$ cat src/rtl/core/gjr_pkg.sv
// ----------------------------------------------------------------------------
// gjr_pkg
// Shared constants, codes and controller/datapath link types for the
// Gauss-Jordan reducer.
// ----------------------------------------------------------------------------
package gjr_pkg;

  // fixed field widths
  localparam int DATA_W    = 32;
  localparam int CFG_W     = 4;
  localparam int CFG_IDX_W = 1;
  localparam int RANK_W    = 4;

  // parameter defaults
  localparam int DEF_MAX_DIM   = 8;
  localparam int DEF_FRAC_BITS = 16;

  // register indexes
  localparam logic [CFG_IDX_W-1:0] REG_ROW_COUNT = 1'd0;
  localparam logic [CFG_IDX_W-1:0] REG_COL_COUNT = 1'd1;

  // write data select codes
  typedef logic [2:0] wr_sel_t;
  localparam wr_sel_t WR_IN    = 3'd0;
  localparam wr_sel_t WR_RDATA = 3'd1;
  localparam wr_sel_t WR_TMP   = 3'd2;
  localparam wr_sel_t WR_DIV   = 3'd3;
  localparam wr_sel_t WR_ELIM  = 3'd4;

  // controller to datapath
  typedef struct packed {
    logic    rd_en;
    logic    wr_en;
    wr_sel_t wr_sel;
    logic    ld_piv;
    logic    ld_f;
    logic    ld_tmp;
    logic    mul_en;
    logic    div_start;
    logic    out_load;
  } cmd_t;

  // datapath to controller
  typedef struct packed {
    logic rd_zero;
    logic div_done;
  } sts_t;

endpackage

$ cat src/rtl/core/gjr_ctrl.sv
// ----------------------------------------------------------------------------
// gjr_ctrl
// Sequencer for load, pivot search, row swap, normalize, eliminate and
// emit; holds the size registers, loop counters and rank.
// ----------------------------------------------------------------------------
module gjr_ctrl import gjr_pkg::*; #(
  parameter int MAX_DIM = DEF_MAX_DIM,
  parameter int ADDR_W  = $clog2(MAX_DIM * MAX_DIM)
) (
  input  logic                 clk,
  input  logic                 rst,
  input  logic                 cfg_valid,
  output logic                 cfg_ready,
  input  logic [CFG_IDX_W-1:0] cfg_index,
  input  logic [CFG_W-1:0]     cfg_data,
  input  logic                 in_valid,
  output logic                 in_stall,
  output logic                 out_valid,
  input  logic                 out_stall,
  output logic                 is_last,
  output logic [RANK_W-1:0]    rank,
  output cmd_t                 cmd,
  output logic [ADDR_W-1:0]    rd_addr,
  output logic [ADDR_W-1:0]    wr_addr,
  input  sts_t                 sts
);

  localparam int DIM_W = $clog2(MAX_DIM + 1);
  localparam int TOT_W = 2 * DIM_W;
  localparam int ST_W  = 5;

  localparam logic [ST_W-1:0] S_IDLE   = 5'd0;
  localparam logic [ST_W-1:0] S_COL    = 5'd1;
  localparam logic [ST_W-1:0] S_PV_RD  = 5'd2;
  localparam logic [ST_W-1:0] S_PV_CHK = 5'd3;
  localparam logic [ST_W-1:0] S_SR_RD  = 5'd4;
  localparam logic [ST_W-1:0] S_SR_CHK = 5'd5;
  localparam logic [ST_W-1:0] S_SW_R1  = 5'd6;
  localparam logic [ST_W-1:0] S_SW_R2  = 5'd7;
  localparam logic [ST_W-1:0] S_SW_W1  = 5'd8;
  localparam logic [ST_W-1:0] S_SW_W2  = 5'd9;
  localparam logic [ST_W-1:0] S_NM_RD  = 5'd10;
  localparam logic [ST_W-1:0] S_NM_ST  = 5'd11;
  localparam logic [ST_W-1:0] S_NM_WT  = 5'd12;
  localparam logic [ST_W-1:0] S_EF_RD  = 5'd13;
  localparam logic [ST_W-1:0] S_EF_CHK = 5'd14;
  localparam logic [ST_W-1:0] S_EL_RV  = 5'd15;
  localparam logic [ST_W-1:0] S_EL_RE  = 5'd16;
  localparam logic [ST_W-1:0] S_EL_WR  = 5'd17;
  localparam logic [ST_W-1:0] S_NEXT   = 5'd18;
  localparam logic [ST_W-1:0] S_EM_RD  = 5'd19;
  localparam logic [ST_W-1:0] S_EM_LD  = 5'd20;
  localparam logic [ST_W-1:0] S_EM_WT  = 5'd21;

  logic [ST_W-1:0]   state, state_next;
  logic [CFG_W-1:0]  row_cfg, col_cfg;
  logic [DIM_W-1:0]  prow, prow_next;
  logic [DIM_W-1:0]  x, x_next;
  logic [DIM_W-1:0]  r, r_next;
  logic [DIM_W-1:0]  k, k_next;
  logic [ADDR_W-1:0] load_idx, load_idx_next;
  logic [ADDR_W-1:0] emit_idx, emit_idx_next;
  logic [DIM_W-1:0]  pivot_total, pivot_total_next;

  logic [DIM_W-1:0]  rows, cols;
  logic [TOT_W-1:0]  total;
  logic              emit_last;

  function automatic logic [DIM_W-1:0] clamp_dim(input logic [CFG_W-1:0] v);
    logic [DIM_W-1:0] res;
    if (v == '0) begin
      res = DIM_W'(1);
    end else if ((CFG_W+DIM_W)'(v) > (CFG_W+DIM_W)'(MAX_DIM)) begin
      res = DIM_W'(MAX_DIM);
    end else begin
      res = DIM_W'(v);
    end
    return res;
  endfunction

  function automatic logic [ADDR_W-1:0] cell_addr(input logic [DIM_W-1:0] row,
                                                  input logic [DIM_W-1:0] col,
                                                  input logic [DIM_W-1:0] ncols);
    logic [TOT_W-1:0] full;
    full = TOT_W'(row) * TOT_W'(ncols) + TOT_W'(col);
    return full[ADDR_W-1:0];
  endfunction

  // effective sizes
  assign rows      = clamp_dim(row_cfg);
  assign cols      = clamp_dim(col_cfg);
  assign total     = TOT_W'(rows) * TOT_W'(cols);
  assign emit_last = (TOT_W'(emit_idx) + TOT_W'(1) == total);

  // configuration writes
  assign cfg_ready = 1'b1;
  always_ff @(posedge clk) begin
    if (rst) begin
      row_cfg <= CFG_W'(DEF_MAX_DIM);
      col_cfg <= CFG_W'(DEF_MAX_DIM);
    end else if (cfg_valid && cfg_ready) begin
      if (cfg_index == REG_ROW_COUNT) begin
        row_cfg <= cfg_data;
      end
      if (cfg_index == REG_COL_COUNT) begin
        col_cfg <= cfg_data;
      end
    end
  end

  // handshake outputs
  assign in_stall  = (state != S_IDLE);
  assign out_valid = (state == S_EM_WT);
  assign is_last   = emit_last;
  assign rank      = RANK_W'(pivot_total);

  // sequencer
  always_comb begin
    state_next       = state;
    prow_next        = prow;
    x_next           = x;
    r_next           = r;
    k_next           = k;
    load_idx_next    = load_idx;
    emit_idx_next    = emit_idx;
    pivot_total_next = pivot_total;
    cmd              = '0;
    cmd.wr_sel       = WR_IN;
    rd_addr          = cell_addr(prow, x, cols);
    wr_addr          = cell_addr(prow, k, cols);

    case (state)
      S_IDLE: begin
        wr_addr = load_idx;
        if (in_valid) begin
          cmd.wr_en = 1'b1;
          if (TOT_W'(load_idx) + TOT_W'(1) < total) begin
            load_idx_next = load_idx + 1'b1;
          end else begin
            load_idx_next = '0;
            prow_next     = '0;
            x_next        = '0;
            state_next    = S_COL;
          end
        end
      end
      S_COL: begin
        if (x >= cols || prow >= rows) begin
          pivot_total_next = prow;
          emit_idx_next    = '0;
          state_next       = S_EM_RD;
        end else begin
          state_next = S_PV_RD;
        end
      end
      S_PV_RD: begin
        cmd.rd_en  = 1'b1;
        state_next = S_PV_CHK;
      end
      S_PV_CHK: begin
        if (!sts.rd_zero) begin
          cmd.ld_piv = 1'b1;
          k_next     = '0;
          state_next = S_NM_RD;
        end else if (prow + 1'b1 >= rows) begin
          x_next     = x + 1'b1;
          state_next = S_COL;
        end else begin
          r_next     = prow + 1'b1;
          state_next = S_SR_RD;
        end
      end
      // search below for a nonzero entry
      S_SR_RD: begin
        cmd.rd_en  = 1'b1;
        rd_addr    = cell_addr(r, x, cols);
        state_next = S_SR_CHK;
      end
      S_SR_CHK: begin
        if (!sts.rd_zero) begin
          cmd.ld_piv = 1'b1;
          k_next     = '0;
          state_next = S_SW_R1;
        end else if (r + 1'b1 >= rows) begin
          x_next     = x + 1'b1;
          state_next = S_COL;
        end else begin
          r_next     = r + 1'b1;
          state_next = S_SR_RD;
        end
      end
      // row swap, one column per pass
      S_SW_R1: begin
        cmd.rd_en  = 1'b1;
        rd_addr    = cell_addr(r, k, cols);
        state_next = S_SW_R2;
      end
      S_SW_R2: begin
        cmd.ld_tmp = 1'b1;
        cmd.rd_en  = 1'b1;
        rd_addr    = cell_addr(prow, k, cols);
        state_next = S_SW_W1;
      end
      S_SW_W1: begin
        cmd.wr_en  = 1'b1;
        cmd.wr_sel = WR_RDATA;
        wr_addr    = cell_addr(r, k, cols);
        state_next = S_SW_W2;
      end
      S_SW_W2: begin
        cmd.wr_en  = 1'b1;
        cmd.wr_sel = WR_TMP;
        if (k + 1'b1 >= cols) begin
          k_next     = '0;
          state_next = S_NM_RD;
        end else begin
          k_next     = k + 1'b1;
          state_next = S_SW_R1;
        end
      end
      // divide pivot row by pivot
      S_NM_RD: begin
        cmd.rd_en  = 1'b1;
        rd_addr    = cell_addr(prow, k, cols);
        state_next = S_NM_ST;
      end
      S_NM_ST: begin
        cmd.div_start = 1'b1;
        state_next    = S_NM_WT;
      end
      S_NM_WT: begin
        if (sts.div_done) begin
          cmd.wr_en  = 1'b1;
          cmd.wr_sel = WR_DIV;
          if (k + 1'b1 >= cols) begin
            r_next     = '0;
            state_next = S_EF_RD;
          end else begin
            k_next     = k + 1'b1;
            state_next = S_NM_RD;
          end
        end
      end
      // fetch elimination factor of row r
      S_EF_RD: begin
        rd_addr = cell_addr(r, x, cols);
        if (r >= rows) begin
          state_next = S_NEXT;
        end else if (r == prow) begin
          r_next = r + 1'b1;
        end else begin
          cmd.rd_en  = 1'b1;
          state_next = S_EF_CHK;
        end
      end
      S_EF_CHK: begin
        if (sts.rd_zero) begin
          r_next     = r + 1'b1;
          state_next = S_EF_RD;
        end else begin
          cmd.ld_f   = 1'b1;
          k_next     = '0;
          state_next = S_EL_RV;
        end
      end
      // row r minus factor times pivot row
      S_EL_RV: begin
        cmd.rd_en  = 1'b1;
        rd_addr    = cell_addr(prow, k, cols);
        state_next = S_EL_RE;
      end
      S_EL_RE: begin
        cmd.mul_en = 1'b1;
        cmd.rd_en  = 1'b1;
        rd_addr    = cell_addr(r, k, cols);
        state_next = S_EL_WR;
      end
      S_EL_WR: begin
        cmd.wr_en  = 1'b1;
        cmd.wr_sel = WR_ELIM;
        wr_addr    = cell_addr(r, k, cols);
        if (k + 1'b1 >= cols) begin
          r_next     = r + 1'b1;
          state_next = S_EF_RD;
        end else begin
          k_next     = k + 1'b1;
          state_next = S_EL_RV;
        end
      end
      S_NEXT: begin
        prow_next  = prow + 1'b1;
        x_next     = x + 1'b1;
        state_next = S_COL;
      end
      // emit reduced matrix
      S_EM_RD: begin
        cmd.rd_en  = 1'b1;
        rd_addr    = emit_idx;
        state_next = S_EM_LD;
      end
      S_EM_LD: begin
        cmd.out_load = 1'b1;
        state_next   = S_EM_WT;
      end
      S_EM_WT: begin
        if (!out_stall) begin
          if (emit_last) begin
            state_next = S_IDLE;
          end else begin
            emit_idx_next = emit_idx + 1'b1;
            state_next    = S_EM_RD;
          end
        end
      end
      default: begin
        state_next = S_IDLE;
      end
    endcase
  end

  always_ff @(posedge clk) begin
    if (rst) begin
      state       <= S_IDLE;
      prow        <= '0;
      x           <= '0;
      r           <= '0;
      k           <= '0;
      load_idx    <= '0;
      emit_idx    <= '0;
      pivot_total <= '0;
    end else begin
      state       <= state_next;
      prow        <= prow_next;
      x           <= x_next;
      r           <= r_next;
      k           <= k_next;
      load_idx    <= load_idx_next;
      emit_idx    <= emit_idx_next;
      pivot_total <= pivot_total_next;
    end
  end

endmodule

$ cat config.mk
export PLATFORM = sky130hd
export DESIGN_NAME = gjr_ctrl
export DESIGN_NICKNAME = d
export VERILOG_FILES = /design/src/rtl/core/gjr_pkg.sv /design/src/rtl/core/gjr_ctrl.sv
export SDC_FILE = /design/constraint.sdc
export NUM_CORES = 1
export LEC_CHECK = 0
export BUFFER_PORTS_ARGS = -buffer_cell sky130_fd_sc_hd__buf_2
export CAP_MARGIN = 20
export CORE_MARGIN = 1.5
export CORE_UTILIZATION = 45
export CTS_CLUSTER_DIAMETER = 100
export CTS_CLUSTER_SIZE = 8
export DETAILED_ROUTE_END_ITERATION = 6
export PLACE_DENSITY = 0.6
export RECOVER_POWER = 100
export REMOVE_ABC_BUFFERS = 1
export SYNTH_ARGS = -nofsm -noshare
export SYNTH_HDL_FRONTEND = slang
export SYNTH_SLANG_ARGS = --single-unit
export TNS_END_PERCENT = 10
$ cat constraint.sdc
create_clock -name clk -period 12.5 [get_ports clk]
set_input_delay 0.625 -clock clk [delete_from_list [all_inputs] [get_ports clk]]
set_output_delay 0.625 -clock clk [all_outputs]
set_load 0.1 [all_outputs]
[Word-level counts from Yosys, hierarchy flattened]
Index checks and enable logic that the tools add are counted.
Word-level totals
  memories: 0
  register bits after elaboration: 45
  bits in latches: 0
  word-level logic and storage cells: 171
  output and inout port bits: 31
  input port bits: 12
  RAM bits: 0
  memory bits (read-only): 0
Cells by class
  divide/modulo/power cells: 0
  order comparisons: 9
  shifts and indexed selects: 0
  $add $sub $neg: 12
  multiply operators: 3
  reductions and logical operators: 28
  eq/ne operators: 42
  muxes and demuxes: 66
  bitwise gates (word level): 1
Operators with widths (count)
  5-bit case mux with 22 select lines: 1
  4-bit 2-to-1 mux: 26
  5-bit 2-to-1 mux: 10
  5-bit by 4-bit == test with 1-bit output, second input constant: 8
  2-bit != test, second input constant: 18
  4-bit case mux with 4 select lines: 2
  5-bit == test, second input constant: 6
  6-bit by 4-bit adder with 6-bit output: 4
  4-bit greater-or-equal comparator: 6
  6-bit 2-to-1 mux: 4
  4-bit case mux with 6 select lines: 1
  6-bit case mux with 2 select lines: 2
  6-bit case mux with 4 select lines: 1
  5-bit by 3-bit == test with 1-bit output, second input constant: 4
  4-bit by 1-bit adder with 4-bit output, second input constant: 4
  6-bit by 1-bit adder with 7-bit output, second input constant: 2
  6-bit by 1-bit adder with 6-bit output, second input constant: 2
  4-bit by 4-bit multiplier with 6-bit output: 2
  3-bit case mux with 4 select lines: 1
  11-bit AND reduction: 1
  5-bit by 2-bit == test with 1-bit output, second input constant: 2
  1-bit 2-to-1 mux: 10
  3-bit 2-to-1 mux: 3
  3-bit OR reduction: 3
  26 further kinds: 38

[Logic depth before layout (Yosys ltp)]
  depth after elaboration: 8
  mapped depth: 20
  gate-level depth less buffers: 19

[Worst setup path after synthesis]
OpenSTA, ideal clock, no wires.
  path type: reg2out
  start: register col_cfg[3]
  end: output wr_addr[4]
  data arrival time: 5214 ps
  stages on the path, launching flop included: 14
  required time: 11875 ps
  path buffers: 1
  path slack: 6661 ps
  cell sequence: dfxtp_1 -> clkbuf_1 -> inv_1 -> nor2_1 -> fa_1 -> inv_1 -> fa_1 -> fa_1 -> inv_1 -> ha_1 -> o21ai_0 -> nand2b_1 -> xnor2_1 -> o21ai_0
On the way
  cells in the longest elaborated chain, start to end: 6
  elaborated cells on any way between the ends: 9
  classes of those cells: add/sub (2); mul (2); order compare (1); mux (3); reduce/logical (1)
RTL lines
  from (decl): line gjr_ctrl.sv:56  | logic [CFG_W-1:0] row_cfg, col_cfg;
  from (signal assigned): line gjr_ctrl.sv:100  | col_cfg <= CFG_W'(DEF_MAX_DIM);
  from (signal assigned): line gjr_ctrl.sv:106  | col_cfg <= cfg_data;
  4-bit greater-than comparator: line gjr_ctrl.sv:73  | end else if ((CFG_W+DIM_W)'(v) > (CFG_W+DIM_W)'(MAX_DIM)) begin
  4-bit 2-to-1 mux: line gjr_ctrl.sv:73
  4-bit 2-to-1 mux (*): line gjr_ctrl.sv:71  | if (v == '0) begin
  4-bit by 4-bit multiplier with 6-bit output: line gjr_ctrl.sv:85  | full = TOT_W'(row) * TOT_W'(ncols) + TOT_W'(col);
  6-bit by 4-bit adder with 6-bit output: line gjr_ctrl.sv:85
  6-bit case mux with 2 select lines (*): line gjr_ctrl.sv:132  | case (state)
  to (decl): line gjr_ctrl.sv:24  | output logic [ADDR_W-1:0] wr_addr,
Mark *: on every way between the ends. The rest lies on a longest branch, timed or not.

[Worst setup path after layout]
  start: register col_cfg[3]
  end: register prow[2]
On the way
  cells in the longest elaborated chain, start to end: 7
  elaborated cells on any way between the ends: 8
  classes of those cells: mul (1); order compare (2); eq/ne (1); mux (2); reduce/logical (2)
RTL lines
  4-bit greater-than comparator: line gjr_ctrl.sv:73
  4-bit 2-to-1 mux: line gjr_ctrl.sv:73
  4-bit 2-to-1 mux (*): line gjr_ctrl.sv:71
  4-bit by 4-bit multiplier with 8-bit output (*): line gjr_ctrl.sv:92  | assign total = TOT_W'(rows) * TOT_W'(cols);
  7-bit by 8-bit less-than comparator with 1-bit output (*): line gjr_ctrl.sv:137  | if (TOT_W'(load_idx) + TOT_W'(1) < total) begin
  2-bit != test (no source line) (*)
  3-bit AND reduction (no source line) (*)
  to (signal assigned): line gjr_ctrl.sv:333  | prow <= prow_next;
  to (decl): line gjr_ctrl.sv:57  | logic [DIM_W-1:0] prow, prow_next;
Marked as above.
A chain may end at the register's enable or synchronous reset.

==> flow_summary.ini <==
[placement]
placed_cells = 937
place_congestion = 0.903
hpwl_um = 13100
port-buffer-count = 41

[timing]
min_period_over_period_pct = 49.5
hold_viol = 0
rsz0062_at_grt = false
setup-tns-final_ps = 0
finalSetupViolations = 0
fmax_mhz = 162
whs_ps = 468
slew_headroom_pct = -51.8
slew_viol_final = 48
final.min_clock_period_ps = 6190
finalClockSkew_ps = 6.73
tightestPinTransition_ps = 2280

[clock_tree]
cts_max_level = 2
clock-sinks = 45
tritoncts = done
clockBufferDepth = 2
post_cts_buffers = 0
numCtsBuffers = 5
insertion_delay_ps = 300
ctsHoldBuffers = 0
path_clk_slew_ps = 60
cts_resized = 0
clockRootBuffer = clkbuf_16

[worst_setup_path]
crit_required_ps = 12580
r2r_cells = 19
cp_slowest_stage_delay_ps = 1080
reg2reg_slack_ps = 6310
critPathSlowestCell = a21boi_0
r2r_start = col_cfg[3]
start_kind = flop
path_common_cell = inv_1
worstPathMaxFanout = 17
r2r_end = prow[2]
crit_type = reg -> reg
crit_chain = nor2b_1 > inv_1 > nor2_1 > fa_1 > inv_1 > fa_1 > inv_1 > ha_1 > a211oi_1 > nor2_1 > xnor2_1 > ha_1 > and3_1 > o2111ai_1 > a31o_2 > a21boi_0 > nand3_1 > a21oi_1 > nor3_1
crit_arrival_ps = 6270
worstSetupEndpointType = flop

[synthesis]
yosys_register_bits = 45
synth_cell_types = 87
ys_async_sr_fraction_pct = 0
ys.flop_type = dfxtp_1
yosysSeqAreaShare_pct = 15.4
synth_edf_count = 0
ys_warn_count = 0
synth_area_per_cell_um2 = 7.68
netlist_instances = 760
synth_area_um2 = 5840

[pwr]
p_switching_uw = 355
combPwrFrac_pct = 55.9
pwr-share-clk_pct = 19.8
swShare_pct = 52.8
ir_worst_vdd_mv = 0.0612
p_int_uw = 318
p_leak_nw = 2.71
seqPwrFrac_pct = 24.4
power_density_nw_per_um2 = 110

[status]
failed_checks = max-capacitance violations, max-slew violations
status = finished with violations

[grt]
grt_max_degree = 48
grt_pass1_vias = 4979
track_usage_pct = 24.9
grt_pass1_wl_um = 26400
grt_antenna_before_repair = 0
grt_overflow = 0

[min_path]
worstHoldStart = col_cfg[0]
holdPathEnd = col_cfg[0]
hold_class = reg -> reg
hold_depth = 2

[drt]
avgRoutedWirePerCell_um = 17.5
dr.pass1.iters = 5
routed_via_density = 5.79
drc = 0
ant_nets = 0
drt_iter0_drc = 618
vias = 5476
postRouteWirelength_um = 16500

[floorplan]
start_util_pct = 46.3
core_area_um2 = 12600
dieHeight_um = 117
fp.dieW_um = 117
rows = 41
io_pins = 43
die_area_um2 = 13700

[final_layout]
layout_common_cells = nor2_1 (78), ha_1 (74), nand2_1 (70), inv_1 (50), a21oi_1 (48)
area_growth_pct = 5.31
instances_no_fill = 945
layout.nets = 873
layout_commonest_cell = nor2_1
diodes = 0
drive_gt1_share_pct = 6.47

[flow_run]
cap_viol_max_count = 1
[worst max-delay path by stage]
stage / start / end / slack [ps] / cells past startpoint
after floorplan: col_cfg[3] / wr_addr[4] / 6630 / 12
after global routing: col_cfg[3] / prow[2] / 5960 / 19
after CTS: col_cfg[3] / is_last / 6790 / 13
after detailed placement: col_cfg[3] / state[0] / 6870 / 19
final: col_cfg[3] / prow[2] / 6310 / 19
after global placement: col_cfg[3] / state[0] / 7000 / 19
[sequential cells by signal, indices dropped and copies added, names as in the netlist]
name	cells
load_idx	6
emit_idx	6
prow	4
rank	4
row_cfg	4
r	4
state	5
k	4
x	4
col_cfg	4
[critical path: cells and delay by family, from the launching register on]
kind            cells  cell delay, ps
compound gates      5            2000
buf+inv             3             400
simple gates        6            1060
flops               1             680
xor+xnor            1             170
fa+ha+maj           4            1660
[Yosys cell counts, types with 6 or more instances]
cell type  instances  area share [%]
a21o_1             8             1.0
or3_1             10             1.1
ha_1              74              16
o21ai_0           29             2.5
nand3_1           26             2.2
inv_1             50             3.2
a22oi_1            7            0.90
o21a_1             8             1.0
o22ai_1            6            0.64
a211oi_1           7            0.90
nand2b_1          17             1.8
nand2_1           70             4.5
nor2_1            78             5.0
mux2i_1           13             2.2
dfxtp_1           45              15
a21oi_1           48             4.1
mux2_2             6             1.2
and2_1            10             1.1
clkbuf_1          24             1.5
fa_1              15             5.1
nor3_1            23             2.0
or4_1              6            0.77
xnor2_1           27             4.0
nor2b_1           16             1.7
xor2_1            22             3.3
a31oi_1            8            0.86
[metal layers]
metal	GRT usage (%)	vias to the layer above	routed length [µm]	part of all wire, %
met4	7.55	0	415	2.5
met5	0	-	0	0
li1	-	2700	-	-
met2	38.8	168	7260	44
met3	3.86	22	875	5.3
met1	35.6	2586	7980	48
[per-stage QoR]
stage | setup WS [ps] | utilization, % | instance area [µm²] | power [mW]
2_1_floorplan | 6630 | - | 5590 | 0.451
3_3_place_gp | 7000 | 48.0 | 6060 | 0.538
3_5_place_dp | 6870 | 48.0 | 6060 | 0.541
4_1_cts | 6790 | 49.1 | 6200 | 0.677
5_1_grt | 5960 | 48.7 | 6150 | 0.711
6_report | 6310 | 48.7 | 6150 | 0.674
[power groups by stage]
stage	sequential (mW)	clock (mW)	combinational (mW)
global route	0.165	0.140	0.405
CTS	0.164	0.138	0.376
detailed placement	0.167	0	0.374
finish	0.164	0.133	0.376
floorplan	0.182	0	0.269
global placement	0.167	0	0.372
[logic make-up after synthesis]
kind of cell               count (synthesis)  synth area share, %
muxes                                     19                 3.39
xor gates and xnor gates                  51                 8.01
DFF                                       45                 15.4
AOI/OAI and AO/OA                        170                 19.4
other                                      1               0.0642
and+or+nand+nor                          292                 25.2
buffers and inverters                     93                 7.48
adders and majority gates                 89                 21.0
[layout make-up]
cell class | instances | area, µm²
Clock buffer | 8 | 136
Fill cell | 1302 | 6470
Inverter | 51 | 191
Multi-Input combinational cell | 622 | 4500
Sequential cell | 45 | 901
Tap cell | 172 | 215
Timing Repair Buffer | 47 | 209
Power figures use the tool's default switching activity.
